[config.mk]
export PLATFORM = sky130hd
export DESIGN_NAME = ogd_ctrl
export DESIGN_NICKNAME = d
export VERILOG_FILES = /design/src/design/ogd_pkg.sv /design/src/design/ogd_ctrl.sv
export SDC_FILE = /design/constraint.sdc
export NUM_CORES = 1
export LEC_CHECK = 0
export ABC_AREA = 1
export BUFFER_PORTS_ARGS = -buffer_cell sky130_fd_sc_hd__buf_2
export CORE_AREA = 4 4 41 43
export CTS_BUF_LIST = sky130_fd_sc_hd__clkbuf_8
export CTS_CLUSTER_DIAMETER = 60
export DETAILED_ROUTE_END_ITERATION = 8
export DIE_AREA = 0 0 45 47
export GPL_TIMING_DRIVEN = 0
export PLACE_DENSITY = 0.41
export RECOVER_POWER = 50
export SLEW_MARGIN = 20
export SYNTH_ARGS = -nofsm -noshare
export SYNTH_HDL_FRONTEND = slang
export SYNTH_SLANG_ARGS = --single-unit
[constraint.sdc]
create_clock -name clock -period 1.2 [get_ports clock]
set_input_delay 0.12 -clock clock [delete_from_list [all_inputs] [get_ports clock]]
set_output_delay 0.12 -clock clock [all_outputs]
set_load 0.01 [all_outputs]
[src/design/ogd_pkg.sv]
`timescale 1ns / 1ps

package ogd_pkg;

   // Widths fixed by the transaction fields and the registers.
   localparam int COORD_W  = 6;
   localparam int SIDE_W   = 7;
   localparam int RADIUS_W = 4;
   localparam int CSR_IDX_W = 2;
   localparam int CSR_DATA_W = 7;
   // Window arithmetic width: a coordinate plus the largest radius still fits.
   localparam int WIN_W = 8;

   // Register indexes.
   localparam logic [CSR_IDX_W-1:0] CSR_GRID_WIDTH  = 2'd0;
   localparam logic [CSR_IDX_W-1:0] CSR_GRID_HEIGHT = 2'd1;
   localparam logic [CSR_IDX_W-1:0] CSR_RADIUS      = 2'd2;

   // Request kinds.
   localparam logic REQ_WRITE = 1'b0;
   localparam logic REQ_QUERY = 1'b1;

   // Commands from the controller to the datapath.
   typedef struct packed {
      logic load;     // capture the request fields
      logic setup;    // register the window bounds and column mask
      logic rd_en;    // read one stored row
      logic rd_scan;  // read at the scan row rather than the request row
      logic step;     // advance the scan row
      logic wr_en;    // write the modified request row back
      logic finish;   // register the result fields
   } cmd_type;

   // Status from the datapath to the controller.
   typedef struct packed {
      logic in_grid;
      logic is_query;
      logic scan_last;
   } status_type;

endpackage

[src/design/ogd_ctrl.sv]
`timescale 1ns / 1ps

module ogd_ctrl (
   input  logic                clock,
   input  logic                reset,
   input  logic                start,
   output logic                busy,
   output logic                rsp_strobe,
   output ogd_pkg::cmd_type    cmd,
   input  ogd_pkg::status_type status
);

   typedef enum logic [2:0] {
      ST_IDLE,
      ST_SETUP,
      ST_SCAN,
      ST_DRAIN,
      ST_MODIFY
   } state_type;

   state_type state_ff, state_in;
   logic      busy_ff;
   logic      strobe_ff;

   always_comb begin
      cmd      = '0;
      state_in = state_ff;
      case (state_ff)
         ST_IDLE: begin
            if (start) begin
               cmd.load = 1'b1;
               state_in = ST_SETUP;
            end
         end
         ST_SETUP: begin
            cmd.setup = 1'b1;
            if (!status.in_grid) begin
               cmd.finish = 1'b1;
               state_in   = ST_IDLE;
            end else if (!status.is_query) begin
               cmd.rd_en = 1'b1;
               state_in  = ST_MODIFY;
            end else begin
               state_in = ST_SCAN;
            end
         end
         ST_SCAN: begin
            cmd.rd_en   = 1'b1;
            cmd.rd_scan = 1'b1;
            cmd.step    = 1'b1;
            if (status.scan_last) begin
               state_in = ST_DRAIN;
            end
         end
         ST_DRAIN: begin
            cmd.finish = 1'b1;
            state_in   = ST_IDLE;
         end
         ST_MODIFY: begin
            cmd.wr_en  = 1'b1;
            cmd.finish = 1'b1;
            state_in   = ST_IDLE;
         end
         default: begin
            state_in = ST_IDLE;
         end
      endcase
   end

   always_ff @(posedge clock) begin
      if (reset) begin
         state_ff  <= ST_IDLE;
         busy_ff   <= 1'b0;
         strobe_ff <= 1'b0;
      end else begin
         state_ff  <= state_in;
         busy_ff   <= (state_in != ST_IDLE);
         strobe_ff <= cmd.finish;
      end
   end

   assign busy       = busy_ff;
   assign rsp_strobe = strobe_ff;

endmodule

# [After elaboration in Yosys (flattened, before gate mapping)]
# Index checks and enable logic that the tools add are counted.
[op_classes] eq_ne=4 muxes=15 n_reduce_logical=3
[ops] cell="$mux 3" count=4
[ops] cell="$pmux 3 s3" count=1
[ops] cell="$mux 1" count=7
[ops] cell="$eq 3x2->1 const B" count=2
[ops] cell="$pmux 1 s2" count=2
[ops] cell="$eq 3x1->1 const B" count=1
[ops] cell="$eq 3x3->1 const B" count=1
[ops] cell="$logic_not 3->1" count=1
[ops] cell="$reduce_bool 3->1" count=1
[ops] cell="$mux 2" count=1
[ops] cell="$reduce_or 2->1" count=1
[totals] ff_bits=5 wordCells=25 inputBits=6

# [Depth between registers and ports, before layout]
[depth] word_depth=4 ltp_mapped=5 depth_no_buf=5

# [Worst setup path after synthesis]
# No wires, ideal clock.
[synth_timing] kind="reg2out" startpoint="register state_ff[1]" endpoint="output port cmd[3] (netlist bit)" n_path_buf=1 t_arrival_ps=891 slack_ps=189 required_time_ps=1080 stages_incl_launch_ff=4 cell_sequence="dfxtp_1 > inv_1 > nor3_2 > buf_4"
[synth_lines] item="from (decl)" line_no="ogd_ctrl.sv:21" source="state_type state_ff, state_in;"
[synth_lines] item="from (signal assigned)" line_no="ogd_ctrl.sv:76" source="state_ff <= state_in;"
[synth_lines] item="to (decl)" line_no="ogd_ctrl.sv:9" source="output ogd_pkg::cmd_type cmd,"

==> results.json <==
{
  "grt_max_degree": 8,
  "multi_input_area_um2": 139,
  "slew_viol_final": 0,
  "synth_top_cell_area_share_pct": 36.4,
  "cp_max_fo": 6,
  "p_clk_share_pct": 52.7,
  "status": "finished clean",
  "num_io_pins": 15,
  "yosys.area_share.simple_pct": 33.6,
  "synthFlopType": "dfxtp_1",
  "yosysWarningCount": 0,
  "hold_violations": 0,
  "synthXorXnorAreaFrac_pct": 0,
  "setup_viol": 0,
  "die_x_um": 45,
  "synth_cell_type_count": 12,
  "numCtsBuffers": 3,
  "synthCells": 42,
  "cp.arrival_ns": 1.06,
  "rsz0062_at_grt": "yes",
  "area_growth_syn_to_layout_pct": 67.3,
  "cpPeakStageDelay_ns": 0.38,
  "syn_avg_cell_area_um2": 6.55,
  "design_area_um2": 460,
  "whs_ns": 0.0743,
  "fin_crit_sh_pct": 98.2,
  "fin_nets": 68,
  "synth_edf_count": 0,
  "regArea_um2": 111,
  "num_vias": 302,
  "pwr-share-comb_pct": 14.8,
  "finalWeightedCongestion": 0.646,
  "power.density_nw_per_um2": 1230,
  "yosysMostFrequentCell": "inv_1",
  "power_frac_seq_pct": 32.5,
  "wl_per_cell_um": 8.74,
  "drv_cap": 0,
  "grt_pass1_wl_um": 1080,
  "irDropWorstVdd_v": 0.000638,
  "dpl-instance-area_um2": 364,
  "grt-ovfl-total": 0,
  "reg2reg_to": "busy",
  "crit_slowest_cell": "dfxtp_4",
  "r2r_setup_slack_ns": 0.30,
  "core_area_um2": 1300,
  "port_buffers": 14,
  "fin_skew_ns": 0.000510,
  "nFillCells": 152,
  "worst_skew_pair.late_latency_ns": 0.22,
  "num_rows": 13,
  "worst_ep_required_time_ns": 1.08,
  "path_clk_slew_ns": 0.04,
  "cts_tree": "built",
  "min_to": "rsp_strobe",
  "synth_seq_cells": 5,
  "antenna_cells": 0,
  "synthArstFlopShare_pct": 0,
  "p_int_mw": 0.429,
  "startpoint_type": "flip-flop",
  "synth-compound-area-share_pct": 8.18,
  "synth-adder-area-share_pct": 0,
  "leakagePower_nw": 0.283,
  "drtIter0Drc": 1,
  "cts.sinks": 5,
  "hold_path_class": "input port to flip-flop",
  "antenna_found_initial": 0,
  "yosys.area.top_type": "dfxtp_1",
  "synth_area_leaders": "dfxtp_1 36%, inv_1 19%, nand2_1 12%, nand3_1 5.5%, nand4_1 4.5%",
  "die_h_um": 47,
  "syn_nets": 48,
  "viasPerCell": 3.97,
  "synth_top_family_by_area": "simple AND/OR/NAND/NOR gates",
  "first_global_vias": 285,
  "hold_depth": 2,
  "max_freq_mhz": 849,
  "dieArea_um2": 2120,
  "worst-setup-path-type": "flip-flop to output pin",
  "grt_usage_pct": 7.19,
  "drive_gt1_share_pct": 50.8,
  "seq_area_frac_synth_pct": 36.4,
  "cts-root-buf": "clkbuf_8",
  "dp_hpwl_um": 533,
  "worst_pin_slew_ns": 0.160,
  "hold_start": "reset",
  "switching_share_pct": 24.1,
  "p_sw_mw": 0.136,
  "routed_wl_um": 664,
  "min_period_ns": 1.18,
  "cts_max_level": 1,
  "synth_area_um2": 275,
  "r2r_start": "state_ff[1]",
  "relSlewSlack_pct": 89.3,
  "reg2reg_depth": 5,
  "path_cells": "inv_4 -> nor3_4 -> buf_4 -> buf_6",
  "synthMuxAreaShare_pct": 0,
  "cp-end-kind": "output pin",
  "postRouteAntennaNets": 0,
  "drtPass1Iterations": 3,
  "drc": 0,
  "postCtsHoldBufs": 0,
  "clk_path_buf_depth": 2,
  "start_util_pct": 21.2,
  "yosys-top-cells-count": "14 x inv_1, 9 x nand2_1, 5 x dfxtp_1, 3 x nand3_1, 3 x nor2_1"
}
==> registers in the layout, indices dropped and copies added, names as in the netlist <==
signal	cells
state_ff	3
busy	1
rsp_strobe	1
==> placed cells by master (no fill, tap or decap), drive strengths merged <==
master  instances
dfxtp           5
buf            14
nand4           2
nor2            3
nand2           9
inv            15
nor3            1
nand3           4
o21ai           2
a21oi           1
clkbuf          5
==> final cells by class <==
type | instances | share of cell area, %
buffer | 1 | 1.63
timing repair buffer | 15 | 17.7
tap | 15 | 4.08
clock buffer | 3 | 8.97
clock inverter | 1 | 0.815
sequential | 5 | 24.2
inverter | 14 | 12.5
multi-input combinational | 22 | 30.2
==> layer usage <==
| metal | vias up | part of all wire [%] | GRT usage (%) |
|---|---|---|---|
| met5 | - | 0 | 0 |
| met4 | 0 | 0 | 7.02 |
| met3 | 0 | 4.8 | 1.15 |
| met2 | 6 | 55 | 10.5 |
| met1 | 133 | 40 | 8.86 |
| li1 | 163 | - | - |
==> critical path: cells and delay by family (launching register included) <==
kind	cells	cell delay [ns]
simple gates	1	0.19
buf+inv	3	0.27
flops	1	0.38
==> cell families (layout without fill, tap and decap cells) <==
| family | count (synthesis) | in the layout |
|---|---|---|
| and+or+nand+nor | 19 | 19 |
| buffers and inverters | 15 | 34 |
| DFF | 5 | 5 |
| AOI/OAI and AO/OA | 3 | 3 |
==> metrics by stage <==
stage               total power [mW]  setup TNS (ns)  worst slack [ns]  cells  util (%)
floorplan                      0.229               0             0.189     42         -
global placement               0.262               0             0.113     71      28.0
detailed placement             0.261               0             0.140     71      28.0
CTS                            0.568               0            0.0201     75      32.1
global route                   0.593         -0.0691           -0.0340     76      35.4
finish                         0.565               0            0.0222     76      35.4
==> how the worst max path moves through the flow <==
| stage | from | to | slack [ns] | depth (start not counted) |
|---|---|---|---|---|
| after floorplan | state_ff[1] | cmd[3] | 0.19 | 3 |
| after global placement | state_ff[1] | cmd[3] | 0.11 | 4 |
| after detailed placement | state_ff[1] | cmd[3] | 0.14 | 4 |
| after CTS | state_ff[1] | cmd[3] | 0.02 | 4 |
| after global routing | state_ff[1] | cmd[4] | -0.03 | 5 |
| final | state_ff[1] | cmd[3] | 0.02 | 4 |
==> power groups by stage <==
stage / Sequential [mW] / Clock [mW] / Combinational [mW]
after CTS: 0.183 / 0.309 / 0.0760
after floorplan: 0.187 / 0 / 0.0419
after detailed placement: 0.186 / 0 / 0.0750
after global routing: 0.186 / 0.312 / 0.0957
final: 0.184 / 0.298 / 0.0834
after global placement: 0.186 / 0 / 0.0754
==> timing repair <==
action	in CTS	in global routing
buffers inserted	0	1
setup endpoints to repair	4	5
cloned	0	0
pin swaps	0	2
resized for setup	6	12
(Power assumes the default switching activity.)
